### src/design/irhs_pkg.sv
// Shared types and constants of the interval record heap sorter.
// No dependencies; the other design files but assert_macros.svh refer to it by scoped names.
package irhs_pkg;

	localparam int FIELD_BITS     = 31;
	localparam int CAPACITY_DEF   = 64;
	localparam int TIME_BITS_DEF  = 31;

	typedef enum logic [3:0] {
		ST_LOAD,
		ST_BUILD_CHK,
		ST_B_FETCH,
		ST_B_TAKE,
		ST_B_CHILD,
		ST_B_CMP,
		ST_X_RD,
		ST_X_SWAP,
		ST_X_CHILD,
		ST_X_CMP,
		ST_E_RD,
		ST_E_PUT
	} irhs_state_t;

	// Commands from the controller to the datapath.
	typedef struct packed {
		logic store;       // take an input beat into the record store
		logic build_init;  // size heap, set build cursor, rewind emit index
		logic fetch;       // read the next build root
		logic take_a;      // hold the sifting record from read port A
		logic child_rd;    // read both children of the current node
		logic cmp_step;    // pick the larger child, write, descend
		logic bk_dec;      // step the build cursor down
		logic xrd;         // read root and last heap slot
		logic xswap;       // move root to last slot, shrink heap
		logic emit_rd;     // read the next sorted record
		logic emit_load;   // fill the output register
		logic clear;       // end of run: empty the set
	} irhs_cmd_t;

	// Status from the datapath to the controller.
	typedef struct packed {
		logic sink_done;   // current node already outranks its children
		logic bk_one;      // build cursor at its final root
		logic heap_gt1;    // more than one record left in the heap
		logic few;         // fewer than two records held
		logic emit_last;   // emit index points at the final record
		logic out_free;    // output register can take a record
	} irhs_stat_t;

endpackage

### src/design/irhs_ctrl.sv
// Controller of the heap sorter: sequences load, heap build, extraction and emit.
// Depends on irhs_pkg for the state, command and status types.
module irhs_ctrl (
	input  logic                 clk,
	input  logic                 arst_n,
	input  logic                 in_valid,
	input  logic                 in_last,
	output logic                 in_ready,
	input  irhs_pkg::irhs_stat_t stat,
	output irhs_pkg::irhs_cmd_t  cmd
);

	irhs_pkg::irhs_state_t state_q, state_nx;

	always_ff @(posedge clk or negedge arst_n) begin
		if (!arst_n) begin
			state_q <= irhs_pkg::ST_LOAD;
		end else begin
			state_q <= state_nx;
		end
	end

	always_comb begin
		state_nx = state_q;
		case (state_q)
			irhs_pkg::ST_LOAD: begin
				if (in_valid && in_last) begin
					state_nx = irhs_pkg::ST_BUILD_CHK;
				end
			end
			irhs_pkg::ST_BUILD_CHK: begin
				state_nx = stat.few ? irhs_pkg::ST_E_RD : irhs_pkg::ST_B_FETCH;
			end
			irhs_pkg::ST_B_FETCH: state_nx = irhs_pkg::ST_B_TAKE;
			irhs_pkg::ST_B_TAKE:  state_nx = irhs_pkg::ST_B_CMP;
			irhs_pkg::ST_B_CHILD: state_nx = irhs_pkg::ST_B_CMP;
			irhs_pkg::ST_B_CMP: begin
				if (!stat.sink_done) begin
					state_nx = irhs_pkg::ST_B_CHILD;
				end else if (stat.bk_one) begin
					state_nx = irhs_pkg::ST_X_RD;
				end else begin
					state_nx = irhs_pkg::ST_B_FETCH;
				end
			end
			irhs_pkg::ST_X_RD:    state_nx = irhs_pkg::ST_X_SWAP;
			irhs_pkg::ST_X_SWAP:  state_nx = irhs_pkg::ST_X_CMP;
			irhs_pkg::ST_X_CHILD: state_nx = irhs_pkg::ST_X_CMP;
			irhs_pkg::ST_X_CMP: begin
				if (!stat.sink_done) begin
					state_nx = irhs_pkg::ST_X_CHILD;
				end else if (stat.heap_gt1) begin
					state_nx = irhs_pkg::ST_X_RD;
				end else begin
					state_nx = irhs_pkg::ST_E_RD;
				end
			end
			irhs_pkg::ST_E_RD: state_nx = irhs_pkg::ST_E_PUT;
			irhs_pkg::ST_E_PUT: begin
				if (stat.out_free) begin
					state_nx = stat.emit_last ? irhs_pkg::ST_LOAD : irhs_pkg::ST_E_RD;
				end
			end
			default: state_nx = irhs_pkg::ST_LOAD;
		endcase
	end

	always_comb begin
		cmd      = '0;
		in_ready = 1'b0;
		case (state_q)
			irhs_pkg::ST_LOAD: begin
				in_ready  = 1'b1;
				cmd.store = in_valid;
			end
			irhs_pkg::ST_BUILD_CHK: cmd.build_init = 1'b1;
			irhs_pkg::ST_B_FETCH:   cmd.fetch = 1'b1;
			irhs_pkg::ST_B_TAKE: begin
				cmd.take_a   = 1'b1;
				cmd.child_rd = 1'b1;
			end
			irhs_pkg::ST_B_CHILD: cmd.child_rd = 1'b1;
			irhs_pkg::ST_B_CMP: begin
				cmd.cmp_step = 1'b1;
				cmd.bk_dec   = stat.sink_done;
			end
			irhs_pkg::ST_X_RD: cmd.xrd = 1'b1;
			irhs_pkg::ST_X_SWAP: begin
				cmd.xswap    = 1'b1;
				cmd.child_rd = 1'b1;
			end
			irhs_pkg::ST_X_CHILD: cmd.child_rd = 1'b1;
			irhs_pkg::ST_X_CMP:   cmd.cmp_step = 1'b1;
			irhs_pkg::ST_E_RD:    cmd.emit_rd = 1'b1;
			irhs_pkg::ST_E_PUT: begin
				cmd.emit_load = stat.out_free;
				cmd.clear     = stat.out_free && stat.emit_last;
			end
			default: begin
				cmd      = '0;
				in_ready = 1'b0;
			end
		endcase
	end

endmodule

### config.mk
export PLATFORM = sky130hd
export DESIGN_NAME = irhs_ctrl
export DESIGN_NICKNAME = d
export VERILOG_FILES = /design/src/design/irhs_pkg.sv /design/src/design/irhs_ctrl.sv
export SDC_FILE = /design/constraint.sdc
export NUM_CORES = 1
export LEC_CHECK = 0
export BUFFER_PORTS_ARGS = -buffer_cell sky130_fd_sc_hd__buf_2
export CORE_AREA = 5 5 42 44
export DETAILED_ROUTE_END_ITERATION = 10
export DIE_AREA = 0 0 47 49
export GPL_TIMING_DRIVEN = 0
export HOLD_SLACK_MARGIN = 0.08
export PLACE_DENSITY_LB_ADDON = 0.05
export SYNTH_ARGS = -nofsm -noshare
export SYNTH_HDL_FRONTEND = slang
export SYNTH_SLANG_ARGS = --single-unit
### constraint.sdc
create_clock -name clk -period 2.4 [get_ports clk]
set_input_delay 0.24 -clock clk [delete_from_list [all_inputs] [get_ports clk]]
set_output_delay 0.24 -clock clk [all_outputs]
set_load 0.03 [all_outputs]
# Word-level counts from Yosys, hierarchy flattened
# Cells that the tools add are included.
classes:
  div: 0
  mul: 0
  add_sub_neg: 0
  bitwise: 0
  shift: 0
  n_eq_ne: 13
  n_mux: 21
  magnitude_cmp: 0
  n_reduce_logical: 8
op_table:
  columns: ["operator", "count"]
  rows:
  - ["$pmux 4 s10", 1]
  - ["$mux 4", 6]
  - ["$eq 4x3->1 const B", 4]
  - ["$eq 4x4->1 const B", 4]
  - ["$mux 1", 11]
  - ["$eq 4x2->1 const B", 2]
  - ["$mux 3", 2]
  - ["$reduce_or 2->1", 3]
  - ["$eq 4x1->1 const B", 1]
  - ["$logic_not 4->1", 1]
  - ["$ne 2x2->1 const B", 2]
  - ["$reduce_or 4->1", 1]
  - ["$logic_and 1x1->1", 2]
  - ["$mux 2", 1]
  - ["$reduce_and 2->1", 1]
word_totals:
  input_bits: 10
  word_cells: 43
  romBits: 0
  mem_bits_rw: 0
  out_inout_bits: 13
  latch_bits: 0
  register_bits: 4
  memories: 0

# Logic depth before layout (Yosys ltp)
# Gate-level depths: netlist (run 1).
depth:
  depth_word: 3
  mapped_depth: 5
  ltp_nobuf: 4

# Worst setup path before layout (run 1)
# OpenSTA, ideal clock, no wires.
synth_path:
  path_type: "register to output"
  start: "reg state_q[0]"
  end: "out cmd[0] (netlist bit)"
  setup_slack_ns: 0.670
  path_stages_with_launch: 5
  required_ns: 2.160
  arrival_time_ns: 1.490
  path_buffers: 1
  path_cell_list: "dfrtp_1 > buf_4 > nand2_4 > nor3_2 > and2_1"
synth_lines:
  columns: ["element", "line_no", "source"]
  rows:
  - ["from (decl)", "irhs_ctrl.sv:13", "irhs_pkg::irhs_state_t state_q, state_nx;"]
  - ["from (signal assigned)", "irhs_ctrl.sv:17", "state_q <= irhs_pkg::ST_LOAD;"]
  - ["from (signal assigned)", "irhs_ctrl.sv:19", "state_q <= state_nx;"]
  - ["to (decl)", "irhs_ctrl.sv:10", "output irhs_pkg::irhs_cmd_t cmd"]

==> results.txt, run 1 <==
GRT Total Usage -> 0.121
Grt ovf -> 0
CTS tree -> built
Seq pwr share -> 0.168
Final nets -> 97
Syn nets -> 69
Reg-to-reg endpoint -> state_q[3]
Core Box Area -> 1400 um2
Tightest Hold Check Type -> in2reg
Detailed Route WL -> 1210 um
Worst flop-to-flop path startpoint -> state_q[3]
Simple-gate share of the synthesized area -> 0.410
Port buffer count -> 22
Routability congestion estimate -> 0.771
CP Capture Type -> primary output
Remaining DRCs -> 0
Clk root buf -> clkbuf_4
Synthesis-to-layout area growth -> 35.3%
Synth Area in XOR/XNOR -> 0
Post-route setup TNS -> 0 ns
DR WL/cell -> 12.0 um
Critical-path maximum fanout -> 10
DIE AREA -> 2300 um2
Status -> finished, final reports clean
Clock Latency Late Sink -> 0.24 ns
P_leak -> 0.306 nW
Final setup violation count -> 0
1st-pass router iterations -> 4
Peak supply drop -> 0.000679 V
Post-CTS Setup Inserts -> 0
CTS H-tree depth -> 1
Clock buffer depth -> 2
I/O pins -> 23
Hpwl dp -> 927 um
CP Data Arrival Time -> 1.48 ns
Switch share -> 0.541
Synth warn -> 0
Total number of vias -> 507
Post-Synthesis Cells -> 59
Comb pwr share -> 0.739
Num CTS Buffers -> 3
Area of the mapped netlist -> 460 um2
Slew HR -> 0.764
Final cell count without fillers -> 101
ANT nets after route -> 0
Endpoint, Worst Hold -> state_q[2]
Tmin final -> 1.72 ns
Worst-path clk slew -> 0.04 ns
Count of unique library cells instantiated by Yosys -> 28
Largest net degree at the start of global routing -> 11
Max_cap viols -> 0
Post-synthesis compound-gate area fraction -> 0.250
Initial antenna violation count -> 0
Peak Freq -> 0.580 GHz
Die Ht -> 49 um
Register area share after synthesis -> 0.217
First-pass GRT wire length -> 2040 um
Final Max Slew Viols -> 0
Placed insts -> 97
Max Clock Skew -> 0.00236 ns
Required @ worst endpoint -> 2.16 ns
Hold path depth -> 3
Max reg flops -> 4
# diodes -> 0
Setup repair after global routing missed its margin -> no
Via density per instance -> 5.02
Crit path launch type -> register
Largest reg by FF count -> state_q
R2R setup slack -> 1.03 ns
Share of cells above drive strength 1 -> 0.424
CTS sink count -> 4
Cell-internal power -> 0.000414 W
Mux contribution to synthesized area -> 0
PwrDens -> 1450 nW/um2
WS Path Type -> reg2out
Worst Max-Slew Pin Slew -> 0.349 ns
Adder-cell area share of the yosys netlist -> 0
Rows -> 14
Final Cycle Share -> 0.719
Vias in the first global route -> 475
Critical hold path startpoint -> stat[3]
Die Wd -> 47 um
Final Hold Violating Endpoints -> 0
Fillers -> 168
Switch Pwr -> 0.000487 W
Largest family of logic cells by synthesized area -> simple AND/OR/NAND/NOR gates
FF+latch count, synth -> 4
Synthesized area per cell -> 7.80 um2
Iteration-0 DRC Markers -> 7
Worst Reg2Reg Path Length in Cells -> 5
Initial core utilization -> 0.329
Fin util -> 0.445
Largest registers -> state_q: 4 flops
Clock share of power -> 0.093
-- cells in the mapped netlist --
cell	n	area (um2)
o21bai_1	1	7.51
nor4_4	1	21.3
o211ai_1	1	7.51
a22oi_2	1	12.5
dfrtp_1	4	100
inv_1	4	15.0
buf_4	1	7.51
o21ai_0	3	15.0
a31o_1	2	17.5
o22ai_1	1	6.26
o21ai_1	1	5.00
nand2_4	1	11.3
o32ai_1	1	8.76
a211oi_1	1	7.51
a21boi_1	1	7.51
nand2_2	1	6.26
nand2b_1	2	12.5
nor3_2	1	10.0
nor2_1	6	22.5
and4b_2	1	11.3
nor2b_1	1	6.26
buf_6	3	33.8
a21oi_1	4	20.0
and2_1	3	18.8
nor4b_2	1	15.0
nor4b_1	1	8.76
nand2_1	8	30.0
nor3_1	3	15.0
-- how the worst max path moves through the flow --
stage / from / end / slack [ns] / cells past startpoint
6_report: state_q[2] / cmd[11] / 0.68 / 4
5_1_grt: state_q[3] / cmd[7] / 0.55 / 4
4_1_cts: state_q[2] / cmd[11] / 0.66 / 4
3_5_place_dp: state_q[2] / cmd[11] / 0.93 / 4
3_3_place_gp: state_q[3] / cmd[7] / 0.92 / 4
2_1_floorplan: state_q[0] / cmd[0] / 0.67 / 4
-- metal layers --
metal / global-route usage / routed length (um) / up-vias / share of wire
li1: - / - / 262 / -
met1: 0.161 / 548 / 227 / 0.45
met2: 0.170 / 567 / 16 / 0.47
met3: 0.0443 / 85 / 2 / 0.070
met4: 0.0553 / 12 / 0 / 0.0099
met5: 0 / 0 / - / 0
-- critical path, cell delays in order, from the launching register on --
cell and delay [ns]:
dfrtp_1 0.42, buf_6 0.17, nor4_4 0.31, and2_1 0.16, buf_2 0.19
-- cells by family (layout without fill, tap and decap cells) --
group	Yosys count	count (layout)
compound gates	17	17
buf+inv	8	34
flops	4	4
simple gates	30	30
-- power groups by stage --
stage                      clock, W  sequential, W  combinational [W]
after floorplan                   0       0.000141           0.000531
after global placement            0       0.000152           0.000675
after detailed placement          0       0.000151           0.000671
after CTS                 0.0000877       0.000151           0.000674
after global routing      0.0000972       0.000158           0.000729
final                     0.0000834       0.000152           0.000666
-- cell usage in the layout, fill, tap and decap left out, types with 2 or more instances in the layout --
cell      netlist  final
a21oi_1         4      4
a31o_1          2      2
and2_1          3      3
buf_2           0     22
buf_6           3      3
clkbuf_4        0      3
dfrtp_1         4      4
inv_1           4      4
nand2_1         8      8
nand2b_1        2      2
nor2_1          6      6
nor3_1          3      3
o21ai_0         3      3
-- area by class of cell --
type | count | area [um2] | share of cell area
well taps | 16 | 20.0 | 0.0321
clock buffers | 3 | 22.5 | 0.0361
inverters | 4 | 15.0 | 0.0241
repair buffers | 23 | 120 | 0.193
plain buffers | 4 | 41.3 | 0.0663
flip-flops and latches | 4 | 100 | 0.161
multi-input cells | 47 | 304 | 0.488
-- per-stage QoR --
step / power (W) / worst slack (ns) / instance area (um2) / hold WS, ns
floorplan: 0.000672 / 0.670 / 460 / -0.0556
global placement: 0.000827 / 0.922 / 591 / 0.0453
detailed placement: 0.000822 / 0.928 / 591 / 0.0458
CTS: 0.000913 / 0.660 / 623 / 0.327
global route: 0.000984 / 0.549 / 623 / 0.323
finish: 0.000901 / 0.675 / 623 / 0.323
-- timing repair --
action	CTS	global route
hold endpoints to repair	4	0
hold buffers	1	0
resized for setup	0	0
(Power assumes the default switching activity.)
==> run 2, diff against run 1 <==
- clock period: 2.4 -> 1.6 ns (I/O delays scaled with it)
==> run 2 against run 1 <==
  * Flip-flop and latch count unchanged
  * Die area unchanged
  * Utilization increased by 5.9 points
  * First-iteration DRC count is 100% lower
  * Highest routed layer is now met3
==> results.txt, run 2 (synthesized netlist as in run 1, its figures left out) <==
Status -> finished, final reports clean (unchanged)
Slew HR -> 0.817 (was 0.764)
Placed insts -> 97 (unchanged)
Total number of vias -> 523 (was 507)
WS Path Type -> reg2out (unchanged)
First-pass GRT wire length -> 2070 um (was 2040 um)
Synthesis-to-layout area growth -> 53.3% (was 35.3%)
Largest registers -> state_q: 4 flops (unchanged)
PwrDens -> 2170 nW/um2 (was 1450 nW/um2)
Rows -> 14 (unchanged)
Vias in the first global route -> 461 (was 475)
Clock buffer depth -> 2 (unchanged)
CTS tree -> built (unchanged)
I/O pins -> 23 (unchanged)
Die Wd -> 47 um (unchanged)
Die Ht -> 49 um (unchanged)
Routability congestion estimate -> 0.784 (was 0.771)
Final Hold Violating Endpoints -> 0 (unchanged)
Final Cycle Share -> 0.990
# diodes -> 0 (unchanged)
CP Capture Type -> primary output (unchanged)
Crit path launch type -> register (unchanged)
Crit-path max cell delay -> 0.43 ns (was 0.42 ns)
Clock Latency Late Sink -> 0.23 ns (was 0.24 ns)
CTS H-tree depth -> 1 (unchanged)
Peak Freq -> 0.631 GHz
Detailed Route WL -> 1330 um (was 1210 um)
Final cell count without fillers -> 107 (was 101)
Port buffer count -> 22 (unchanged)
Setup repair after global routing missed its margin -> yes (was no)
Largest net degree at the start of global routing -> 11 (unchanged)
Peak supply drop -> 0.00109 V (was 0.000679 V)
Remaining DRCs -> 0 (unchanged)
Max Clock Skew -> 0.00141 ns (was 0.00236 ns)
Iteration-0 DRC Markers -> 0 (was 7)
Final nets -> 103 (was 97)
ANT nets after route -> 0 (unchanged)
Worst-path cell chain -> buf_8 -> nor4_4 -> and2_4 -> buf_6 (was buf_6 -> nor4_4 -> and2_1 -> buf_2)
Crit path buf inv count -> 2 (unchanged)
Hpwl dp -> 978 um (was 927 um)
Max reg flops -> 4 (unchanged)
DIE AREA -> 2300 um2 (unchanged)
Worst-path clk slew -> 0.04 ns (about the same)
Critical path's top delay family -> simple AND/OR/NAND/NOR gates (unchanged)
Max_cap viols -> 0 (unchanged)
Worst Max-Slew Pin Slew -> 0.272 ns (was 0.349 ns)
Num CTS Buffers -> 3 (unchanged)
Via density per instance -> 4.89 (was 5.02)
Required @ worst endpoint -> 1.44 ns (was 2.16 ns)
Fin util -> 0.504 (was 0.445)
Final setup violation count -> 0 (unchanged)
Grt ovf -> 0 (unchanged)
CP max-delay cell -> dfrtp_2 (was dfrtp_1)
Tmin final -> 1.58 ns
Share of cells above drive strength 1 -> 0.527 (was 0.424)
CTS sink count -> 4 (unchanged)
Final Max Slew Viols -> 0 (unchanged)
Critical-path maximum fanout -> 6 (was 10)
Commonest non-fill, non-tap cells in the layout -> buf_2 (19), nand2_1 (8), buf_4 (7) (was buf_2 (22), nand2_1 (8), nor2_1 (6))
Largest reg by FF count -> state_q (unchanged)
Core Box Area -> 1400 um2 (unchanged)
GRT Total Usage -> 0.122 (was 0.121)
P_leak -> 0.343 nW (was 0.306 nW)
Clk root buf -> clkbuf_4 (unchanged)
DR WL/cell -> 12.4 um (was 12.0 um)
Most common cell after layout, fill and taps aside -> buf_2 (unchanged)
Initial antenna violation count -> 0 (unchanged)
CP Data Arrival Time -> 1.42 ns (was 1.48 ns)
Initial core utilization -> 0.329 (unchanged)
Pwr Total -> 0.00153 W (was 0.000901 W)
Tightest Hold Check Type -> in2reg (unchanged)
1st-pass router iterations -> 1 (was 4)
==> run 2: cell count changes in the layout (fill, tap and decap cells not counted), moves of 3 or more <==
cell and change:
dfrtp_2 +3, dfrtp_1 -3, buf_2 -3, buf_4 +6
==> run 2: layer usage <==
| layer | share of wire | GRT usage | vias to the layer above |
|---|---|---|---|
| li1 | - | - | 275 |
| met5 | 0 | 0 | - |
| met4 | 0 | 0.0138 | 0 |
| met3 | 0.080 | 0.0590 | 0 |
| met2 | 0.47 | 0.167 | 19 |
| met1 | 0.45 | 0.177 | 229 |
==> run 2: repair_timing <==
| item | in CTS | in global routing |
|---|---|---|
| setup buffers | 0 | 6 |
| pin swaps | 1 | 2 |
| setup endpoints to repair | 3 | 5 |
| resized for setup | 4 | 10 |
| hold endpoints to repair | 4 | 0 |
| hold buffers | 1 | 0 |
==> run 2: worst reg2reg max path: cells and delay by family (launching register included) <==
| family | cells | cell delay (ns) |
|---|---|---|
| simple gates | 1 | 0.23 |
| buf+inv | 1 | 0.15 |
| compound gates | 3 | 0.55 |
| flops | 1 | 0.43 |
==> run 2: final timing paths <==
| path | startpoint | end | slack (ns) | depth (start not counted) |
|---|---|---|---|---|
| min in group asynchronous | arst_n | state_q[1] | 0.26 | 2 |
| min | stat[3] | state_q[2] | 0.24 | 3 |
| max in group asynchronous | arst_n | state_q[2] | 1.21 | 2 |
| max | state_q[2] | cmd[11] | 0.02 | 4 |
| max reg2reg | state_q[2] | state_q[3] | 0.14 | 5 |
| min reg2reg | state_q[1] | state_q[0] | 0.66 | 2 |
==> run 2: power by group <==
group | switching [W] | total (W) | internal, W
clock network | 0.0000418 | 0.000126 | 0.0000839
registers | 0.0000829 | 0.000244 | 0.000161
logic | 0.000656 | 0.00116 | 0.000506
total | 0.000781 | 0.00153 | 0.000751
==> run 2: final cells by class <==
| cell class | count | area, um2 |
|---|---|---|
| timing repair buffer | 29 | 174 |
| clock buffer | 3 | 22.5 |
| multi-input combinational | 47 | 322 |
| sequential | 4 | 104 |
| buffer | 4 | 48.8 |
| tap | 16 | 20.0 |
| inverter | 4 | 15.0 |
| fill | 163 | 696 |
==> run 2: stage by stage <==
step / setup TNS (ns) / hold slack, ns / cell area (um2) / setup slack, ns
3_5_place_dp: 0 / -0.0323 / 598 / 0.182
6_report: 0 / 0.243 / 706 / 0.0154
4_1_cts: -0.0509 / 0.251 / 642 / -0.0292
3_3_place_gp: 0 / -0.0349 / 598 / 0.203
2_1_floorplan: 0 / -0.136 / 468 / 0.0151
5_1_grt: -0.0975 / 0.241 / 706 / -0.0478
